File: src/hdl/nolp_pkg.sv
// package for the obstacle line parser: phase codes, sizes and number helpers
// no dependencies
`default_nettype none
package nolp_pkg;
    localparam int LINE_LIMIT   = 256;
    localparam int COLOUR_CHARS = 7;
    localparam int CNT_W = $clog2(LINE_LIMIT);
    localparam int CLEN_W = $clog2(COLOUR_CHARS + 1);

    typedef logic [3:0] t_nav_phase;
    localparam t_nav_phase NAV_FAIL = 4'd15;
    typedef logic [4:0] t_obst_phase;
    localparam t_obst_phase OB_DONE_VAL  = 5'd12;
    localparam t_obst_phase OB_DONE_NONE = 5'd13;
    localparam t_obst_phase OB_FAIL      = 5'd14;

    localparam logic [1:0] NUM_PRE = 2'd0, NUM_SIGN = 2'd1, NUM_DIG = 2'd2,
                           NUM_END = 2'd3;
    localparam logic [1:0] COL_NONE = 2'd0, COL_RED = 2'd1, COL_GREEN = 2'd2;

    typedef struct packed {
        logic [1:0]  sub;
        logic        bad;
        logic        neg;
        logic [31:0] acc;
    } t_num;

    function automatic logic is_blank(input logic [7:0] c);
        return (c == 8'h20) || (c >= 8'h09 && c <= 8'h0d);
    endfunction

    function automatic logic [31:0] finish_num(input logic [31:0] mag, input logic neg);
        if (neg) return 32'd0 - mag;
        return (mag > 32'h7fffffff) ? 32'h7fffffff : mag;
    endfunction

    // one character into a scanf style integer
    function automatic t_num num_feed(input logic [7:0] c, input logic [1:0] sub,
                                      input logic [31:0] acc, input logic neg);
        t_num r;
        logic [35:0] m;
        r.sub = sub; r.bad = 1'b0; r.neg = neg; r.acc = acc;
        m = {1'b0, acc, 3'b000} + {3'b000, acc, 1'b0} + {28'd0, c - 8'h30};
        if (sub == NUM_PRE && is_blank(c)) begin
            r.sub = NUM_PRE;
        end else if (sub == NUM_PRE && c == 8'h2b) begin
            r.sub = NUM_SIGN;
        end else if (sub == NUM_PRE && c == 8'h2d) begin
            r.sub = NUM_SIGN; r.neg = 1'b1;
        end else if (c >= 8'h30 && c <= 8'h39) begin
            r.sub = NUM_DIG;
            r.acc = (m > 36'h080000000) ? 32'h80000000 : m[31:0];
        end else if (sub == NUM_DIG) begin
            r.sub = NUM_END;
        end else begin
            r.bad = 1'b1;
        end
        return r;
    endfunction
endpackage
`default_nettype wire

File: src/hdl/nav_obstacle_line_parser_unit.sv
// serial line parser for NAV and OBST groups, one byte per cycle while input ready is high
// depends on nolp_pkg
// One byte is taken per ready cycle; the parser state and accumulators update in that
// cycle, and a line feed after a non-empty line loads the result register, which is
// presented on the valid/ready output while the next bytes keep being accepted. Input
// ready drops only when a line feed arrives while an untaken result still waits.
`default_nettype none
module nav_obstacle_line_parser_unit (
    input  wire logic        i_clk,
    input  wire logic        i_rst_n,
    input  wire logic        i_valid,
    output logic             o_ready,
    input  wire logic [7:0]  i_rx_byte,
    output logic             o_valid,
    input  wire logic        i_ready,
    output logic             o_line_used,
    output logic [31:0]      o_left_command,
    output logic [31:0]      o_right_command,
    output logic [1:0]       o_obstacle_colour,
    output logic [31:0]      o_obstacle_distance,
    output logic [31:0]      o_obstacle_lateral,
    output logic             o_data_valid
);
    import nolp_pkg::*;

    logic [CNT_W-1:0] r_cnt, n_cnt;
    logic r_ended, n_ended;
    t_nav_phase r_np, n_np;
    logic [31:0] r_na1, n_na1, r_na2, n_na2;
    logic r_nneg, n_nneg;
    t_obst_phase r_op, n_op;
    logic [2:0] r_cm, n_cm;
    logic [CLEN_W-1:0] r_cl, n_cl;
    logic [31:0] r_oa1, n_oa1, r_oa2, n_oa2;
    logic r_oneg, n_oneg;
    logic [31:0] r_hl, n_hl, r_hr, n_hr, r_hd, n_hd, r_hla, n_hla;
    logic [1:0] r_hc, n_hc;
    logic r_hv, n_hv;
    logic r_ov, n_ov, r_used, n_used;

    logic acc, is_lf;
    t_num nr, orr;
    logic [2:0] m;
    logic nav_ok, obst_ok;
    logic [7:0] c;

    assign c = i_rx_byte;
    assign is_lf = (c == 8'h0a);
    assign o_ready = !(is_lf && r_ov && !i_ready);
    assign acc = i_valid && o_ready;

    always_comb begin
        n_cnt = r_cnt; n_ended = r_ended;
        n_np = r_np; n_na1 = r_na1; n_na2 = r_na2; n_nneg = r_nneg;
        n_op = r_op; n_cm = r_cm; n_cl = r_cl;
        n_oa1 = r_oa1; n_oa2 = r_oa2; n_oneg = r_oneg;
        n_hl = r_hl; n_hr = r_hr; n_hc = r_hc; n_hd = r_hd; n_hla = r_hla; n_hv = r_hv;
        n_ov = r_ov && !i_ready; n_used = r_used;
        nr = num_feed(c, 2'd0, r_na1, r_nneg);
        orr = num_feed(c, 2'd0, r_oa1, r_oneg);
        m = r_cm;
        nav_ok = (r_np == 4'd13) || (r_np == 4'd14);
        obst_ok = (r_op == 5'd11) || (r_op == OB_DONE_VAL) || (r_op == OB_DONE_NONE);
        if (acc) begin
            if (is_lf || (c != 8'h0d && r_cnt == CNT_W'(LINE_LIMIT - 1))) begin
                if (is_lf && r_cnt != '0) begin
                    if (nav_ok) begin
                        n_hl = r_na1;
                        n_hr = finish_num(r_na2, r_nneg);
                    end
                    if (obst_ok) begin
                        if (r_op == OB_DONE_NONE) begin
                            n_hc = COL_NONE; n_hd = '0; n_hla = '0;
                        end else begin
                            if (r_cm[0] && r_cl == CLEN_W'(3)) n_hc = COL_RED;
                            else if (r_cm[1] && r_cl == CLEN_W'(5)) n_hc = COL_GREEN;
                            else n_hc = COL_NONE;
                            n_hd = r_oa1;
                            n_hla = finish_num(r_oa2, r_oneg);
                        end
                    end
                    if (nav_ok || obst_ok) n_hv = 1'b1;
                    n_used = nav_ok || obst_ok;
                    n_ov = 1'b1;
                end
                n_cnt = '0; n_ended = 1'b0;
                n_np = '0; n_na1 = '0; n_na2 = '0; n_nneg = 1'b0;
                n_op = '0; n_cm = '0; n_cl = '0; n_oa1 = '0; n_oa2 = '0; n_oneg = 1'b0;
            end else if (c != 8'h0d) begin
                n_cnt = r_cnt + 1'b1;
                if (!r_ended && c == 8'h00) n_ended = 1'b1;
                else if (!r_ended) begin
                    // nav group
                    if (r_np < 4'd4) begin
                        if ((r_np == 4'd0 && c == "N") || (r_np == 4'd1 && c == "A") ||
                            (r_np == 4'd2 && c == "V") || (r_np == 4'd3 && c == ":"))
                            n_np = r_np + 1'b1;
                        else n_np = (c == "N") ? 4'd1 : 4'd0;
                    end else begin
                        case (r_np)
                            4'd4: n_np = (c == "L") ? 4'd5 : NAV_FAIL;
                            4'd5: begin
                                if (c == "=") begin
                                    n_np = 4'd6; n_na1 = '0; n_nneg = 1'b0;
                                end else n_np = NAV_FAIL;
                            end
                            4'd6, 4'd7, 4'd8: begin
                                nr = num_feed(c, 2'(r_np - 4'd6), r_na1, r_nneg);
                                n_na1 = nr.acc; n_nneg = nr.neg;
                                if (!nr.bad && nr.sub != NUM_END) n_np = 4'd6 + 4'(nr.sub);
                                else if (!nr.bad && c == ",") begin
                                    n_na1 = finish_num(r_na1, r_nneg); n_np = 4'd9;
                                end else n_np = NAV_FAIL;
                            end
                            4'd9: n_np = (c == "R") ? 4'd10 : NAV_FAIL;
                            4'd10: begin
                                if (c == "=") begin
                                    n_np = 4'd11; n_na2 = '0; n_nneg = 1'b0;
                                end else n_np = NAV_FAIL;
                            end
                            4'd11, 4'd12, 4'd13: begin
                                nr = num_feed(c, 2'(r_np - 4'd11), r_na2, r_nneg);
                                n_na2 = nr.acc; n_nneg = nr.neg;
                                if (!nr.bad && nr.sub != NUM_END) n_np = 4'd11 + 4'(nr.sub);
                                else n_np = nr.bad ? NAV_FAIL : 4'd14;
                            end
                            default: ;
                        endcase
                    end
                    // obstacle group
                    if (r_op < 5'd5) begin
                        if ((r_op == 5'd0 && c == "O") || (r_op == 5'd1 && c == "B") ||
                            (r_op == 5'd2 && c == "S") || (r_op == 5'd3 && c == "T") ||
                            (r_op == 5'd4 && c == ":"))
                            n_op = r_op + 1'b1;
                        else n_op = (c == "O") ? 5'd1 : 5'd0;
                        if (n_op == 5'd5) begin
                            n_cm = 3'd7; n_cl = '0;
                        end
                    end else begin
                        case (r_op)
                            5'd5: begin
                                if (c == ",") begin
                                    if (r_cl != '0) begin
                                        n_op = 5'd6; n_oa1 = '0; n_oneg = 1'b0;
                                    end else n_op = OB_FAIL;
                                end else if (r_cl < CLEN_W'(COLOUR_CHARS)) begin
                                    if (!((r_cl == 0 && c == "R") || (r_cl == 1 && c == "E") ||
                                          (r_cl == 2 && c == "D"))) m[0] = 1'b0;
                                    if (!((r_cl == 0 && c == "G") || (r_cl == 1 && c == "R") ||
                                          (r_cl == 2 && c == "E") || (r_cl == 3 && c == "E") ||
                                          (r_cl == 4 && c == "N"))) m[1] = 1'b0;
                                    if (!((r_cl == 0 && c == "N") || (r_cl == 1 && c == "O") ||
                                          (r_cl == 2 && c == "N") || (r_cl == 3 && c == "E")))
                                        m[2] = 1'b0;
                                    n_cm = m;
                                    n_cl = r_cl + 1'b1;
                                    if (m[2] && r_cl == CLEN_W'(3)) n_op = OB_DONE_NONE;
                                end else n_op = OB_FAIL;
                            end
                            5'd6, 5'd7, 5'd8: begin
                                orr = num_feed(c, 2'(r_op - 5'd6), r_oa1, r_oneg);
                                n_oa1 = orr.acc; n_oneg = orr.neg;
                                if (!orr.bad && orr.sub != NUM_END) n_op = 5'd6 + 5'(orr.sub);
                                else if (!orr.bad && c == ",") begin
                                    n_oa1 = finish_num(r_oa1, r_oneg); n_op = 5'd9;
                                    n_oa2 = '0; n_oneg = 1'b0;
                                end else n_op = OB_FAIL;
                            end
                            5'd9, 5'd10, 5'd11: begin
                                orr = num_feed(c, 2'(r_op - 5'd9), r_oa2, r_oneg);
                                n_oa2 = orr.acc; n_oneg = orr.neg;
                                if (!orr.bad && orr.sub != NUM_END) n_op = 5'd9 + 5'(orr.sub);
                                else n_op = orr.bad ? OB_FAIL : OB_DONE_VAL;
                            end
                            default: ;
                        endcase
                    end
                end
            end
        end
    end

    always_ff @(posedge i_clk) begin
        if (!i_rst_n) begin
            r_cnt <= '0; r_ended <= 1'b0; r_np <= '0; r_na1 <= '0; r_na2 <= '0;
            r_nneg <= 1'b0; r_op <= '0; r_cm <= '0; r_cl <= '0; r_oa1 <= '0;
            r_oa2 <= '0; r_oneg <= 1'b0; r_hl <= '0; r_hr <= '0; r_hc <= '0;
            r_hd <= '0; r_hla <= '0; r_hv <= 1'b0; r_ov <= 1'b0; r_used <= 1'b0;
        end else begin
            r_cnt <= n_cnt; r_ended <= n_ended; r_np <= n_np; r_na1 <= n_na1;
            r_na2 <= n_na2; r_nneg <= n_nneg; r_op <= n_op; r_cm <= n_cm; r_cl <= n_cl;
            r_oa1 <= n_oa1; r_oa2 <= n_oa2; r_oneg <= n_oneg; r_hl <= n_hl; r_hr <= n_hr;
            r_hc <= n_hc; r_hd <= n_hd; r_hla <= n_hla; r_hv <= n_hv; r_ov <= n_ov;
            r_used <= n_used;
        end
    end

    assign o_valid = r_ov;
    assign o_line_used = r_used;
    assign o_left_command = r_hl;
    assign o_right_command = r_hr;
    assign o_obstacle_colour = r_hc;
    assign o_obstacle_distance = r_hd;
    assign o_obstacle_lateral = r_hla;
    assign o_data_valid = r_hv;

    a_used_sets_valid: assert property (@(posedge i_clk) disable iff (!i_rst_n)
        r_ov && r_used |-> r_hv) else $error("used line without data valid");
    a_colour_range: assert property (@(posedge i_clk) disable iff (!i_rst_n)
        r_hc != 2'd3) else $error("bad colour code");
    a_none_zero: assert property (@(posedge i_clk) disable iff (!i_rst_n)
        acc && is_lf && r_cnt != '0 && r_op == OB_DONE_NONE |=> r_hd == '0 && r_hla == '0)
        else $error("none did not clear obstacle");
    a_lf_clears: assert property (@(posedge i_clk) disable iff (!i_rst_n)
        acc && is_lf |=> r_cnt == '0 && r_np == '0 && r_op == '0)
        else $error("line end did not clear");
endmodule
`default_nettype wire

File: config.mk
export PLATFORM = sky130hd
export DESIGN_NAME = nav_obstacle_line_parser_unit
export DESIGN_NICKNAME = d
export VERILOG_FILES = /design/src/hdl/nolp_pkg.sv /design/src/hdl/nav_obstacle_line_parser_unit.sv
export SDC_FILE = /design/constraint.sdc
export NUM_CORES = 1
export LEC_CHECK = 0
export BUFFER_PORTS_ARGS = -buffer_cell sky130_fd_sc_hd__buf_2
export CORE_ASPECT_RATIO = 0.6
export CORE_MARGIN = 3
export CORE_UTILIZATION = 43
export DETAILED_ROUTE_END_ITERATION = 6
export SYNTH_ARGS = -nofsm -noshare
export SYNTH_HDL_FRONTEND = slang
export SYNTH_SLANG_ARGS = --single-unit
File: constraint.sdc
create_clock -name i_clk -period 8.6 [get_ports i_clk]
set_clock_uncertainty 0.05 [all_clocks]
set_input_delay 1.72 -clock i_clk [delete_from_list [all_inputs] [get_ports i_clk]]
set_output_delay 1.72 -clock i_clk [all_outputs]
set_load 0.02 [all_outputs]
==> impl_results.md <==
- Switch share: 24.1%
- Worst EP arrival: 7300 ps
- Resized Gates After CTS: 0
- Placed Cells: 4046
- Post-detailed-route wirelength per cell: 21.9 um
- CTS Sinks: 287
- R2R depth: 14
- Core ar.: 56800 um^2
- Register Area: 5750 um^2
- Share of cells above drive strength 1: 8.32%
- Final Hold Viols: 0
- Syn Area/Cell: 7.61 um^2
- Die Area: 61500 um^2
- Crit path top cell by count: ha_1
- Yosys top cell area share: 22.9%
- WHS: 400 ps
- Comb pwr share: 4.8%
- Mapped Area: 25100 um^2
- Worst Setup Start Kind: primary input
- R2R Setup Slk: 3050 ps
- Gr usage total: 27.6%
- Critical Path End Type: flip-flop
- Cts hold-fix bufs: 0
- Antenna cells: 0
- Max Cap Violations: 0
- Synth Flop Type: dfxtp_1
- Hold endpoint: o_left_command[15]$_SDFFE_PN0P_
- Post-synthesis async set-or-reset flop share: 0%
- Synth top cells by count: nand2_1 (348), a21oi_1 (313), nor2_1 (313), dfxtp_1 (287), ha_1 (266)
- Worst-Margin Slew: 1400 ps
- Dpl hpwl: 68300 um
- Peak VDD IR: 0.137 mV
- Clk buf depth: 3
- WHS Path Cells: 2
- Multi-input gate area: 18400 um^2
- Mapped Cells: 3304
- Internal: 2290 uW
- P per Cell Area: 110 nW/um^2
- Cell Rows: 67
- Register area share after synthesis: 22.9%
- Final std cells w/o fill: 4102
- Post-synth EDFFs: 0
- Gpl congestion: 0.991
- Required @ worst endpoint: 9040 ps
- Unrepaired setup endpoints after global routing: false
- Most instantiated library cell after synthesis: nand2_1
- #FFs+latches synth: 287
- Nets: 3622
- Max_slew headroom: 6.47%
- Final worst path period share: 79.8%
- Chip width: 318 um
- Routed WL: 89800 um
- Initial antenna violation count: 0
- Largest net degree at the start of global routing: 84
- HP Start: o_left_command[15]$_SDFFE_PN0P_
- Class of the worst hold path: flip-flop to flip-flop
- CP Cell Sequence: buf_2 -> inv_1 -> ha_1 -> fa_1 -> ha_1 -> o211ai_1 -> o21a_1 -> o311ai_0 -> a21oi_1 -> o21ai_0 -> xnor2_1 -> and4_1 -> a41oi_1 -> nor2_2 -> buf_4 -> a221oi_1 -> o22ai_1
- Root Buffer: clkbuf_16
- Detail Route Antenna Nets: 0
- Vias in the first global route: 23700
- Num ports: 146
- Fillers: 5546
- Leading area contributor after synthesis: dfxtp_1
- DR pass1 iterations: 6
- CP top delay family: compound AO/OA/AOI/OAI gates
- Iteration-0 DRC Markers: 3133
- Reg-to-Reg End: r_na1[1]$_SDFFE_PN0P_
- Port bufs: 145
- Final core utilization: 48.4%
- R2r startpoint: r_na1[5]$_SDFFE_PN0P_
- H-tree depth: 1
- CTS tree: yes
- Clk_lat worst skew: 630 ps
- Clock share of power: 51.1%
- Achievable Freq: 0.146 GHz
- Buf/Inv on CP: 3
- Syn_nets: 3606
- CP max-delay cell: a41oi_1
- Synth warnings: 0
- Fin Setup TNS: 0 ps
- First-pass GRT wire length: 140000 um
- Outcome: finished clean
- Static leakage: 0.0119 uW
- Via density: 6.45
- Grt total ovfl: 0
- Switch Pwr: 729 uW
- Proportion of power drawn by flip-flops and latches: 44.1%
- Area grow syn2layout: 9.30%
- DRC violations left: 0
- Critical path class: primary input to flip-flop
- Finish-stage setup viols: 0
- Initial Util: 44.3%
- Die H: 193 um
- Top cells by area, synth: dfxtp_1 (23%), ha_1 (13%), a21oi_1 (6.2%), nand2_1 (5.2%), nor2_1 (4.7%)
- Setup Fix Bufs, Post-CTS: 0
- Final Max Slew Viols: 0
- Via count: 26500
- CTS Buf Count: 31
- CP max stage delay: 900 ps
- Cell variety after synth: 86
- Power, Total: 3020 uW
- Largest fanout on the critical path: 13
- Reg clk slew, reported paths: 60 ps
- Post-route minimum period: 6860 ps
[stage by stage]
stage	worst slack (ps)	area, um^2
CTS	1960	27500
floorplan	2530	25100
detailed placement	1310	26300
global route	1420	27500
global placement	1430	26300
finish	1740	27500
[sequential cells by signal, summed over array words and instances, names as in the netlist]
name	cells
r_ended	1
o_valid	1
o_left_command	32
r_cl	3
r_op	5
o_data_valid	1
r_oneg	1
o_obstacle_colour	2
o_right_command	32
r_cm	3
r_na1	32
r_cnt	8
o_obstacle_distance	32
r_oa1	32
r_na2	32
r_nneg	1
r_np	4
r_oa2	32
o_obstacle_lateral	32
o_line_used	1
[power groups by stage]
stage                     sequential (uW)  combinational [uW]  clock, uW
after floorplan                      1360                91.5          0
after global placement               1360                 139          0
after detailed placement             1360                 141          0
after CTS                            1330                 142       1570
after global routing                 1330                 157       1620
final                                1330                 146       1540
[metal layers]
layer | global-route usage (%) | wire (um)
met4 | 4.13 | 1290
met5 | 0 | 0
met2 | 36.4 | 33800
met1 | 45.0 | 45300
met3 | 6.14 | 9490
[layout by cell type, fill, tap and decap left out, types with 49 or more instances in the layout]
cell type / count
a22oi_1: 60
a21oi_1: 313
nand2_1: 348
inv_1: 78
a21o_1: 49
xnor2_1: 86
nand3_1: 65
dfxtp_1: 286
nor2_1: 310
a31oi_1: 54
nor3_1: 107
xor2_1: 56
o21ai_0: 214
buf_2: 145
ha_1: 266
[logic make-up after synthesis]
kind of cell	Yosys count	share of synthesized area, %
adder cells (fa/ha/maj)	290	15.2
AND/OR/NAND/NOR	1145	21.7
flip-flops	287	22.9
XOR/XNOR	142	4.95
buffers and inverters	274	4.22
AO/OA/AOI/OAI	1147	30.4
multiplexers	19	0.792
[worst reg2reg max path, delay by kind of cell, from the launching register on]
| family | cells | cell delay, ps |
|---|---|---|
| compound gates | 8 | 3060 |
| xor+xnor | 1 | 140 |
| fa+ha+maj | 2 | 910 |
| buf+inv | 1 | 280 |
| flops | 1 | 580 |
| simple gates | 2 | 390 |
[final cells by class]
class                           count  share of cell area, %
Multi-Input combinational cell   2743                   66.8
Sequential cell                   287                   20.9
Timing Repair Buffer              178                   3.54
Inverter                           79                   1.10
Tap cell                          759                   3.46
Clock buffer                       41                   3.18
Clock inverter                     15                  0.966
[how the worst max path moves through the flow]
stage | cells past startpoint | to | startpoint | slack (ps)
after global placement | 17 | r_oa1[17]$_SDFFE_PN0P_ | i_rx_byte[5] | 1430
after floorplan | 17 | r_na1[4]$_SDFFE_PN0P_ | i_rx_byte[4] | 2530
final | 17 | r_na1[1]$_SDFFE_PN0P_ | i_rx_byte[5] | 1740
after global routing | 17 | r_oa1[17]$_SDFFE_PN0P_ | i_rx_byte[4] | 1420
after detailed placement | 17 | r_na1[1]$_SDFFE_PN0P_ | i_rx_byte[5] | 1310
after CTS | 17 | r_na1[1]$_SDFFE_PN0P_ | i_rx_byte[5] | 1960
No activity file was read; power rests on OpenSTA's default activity.
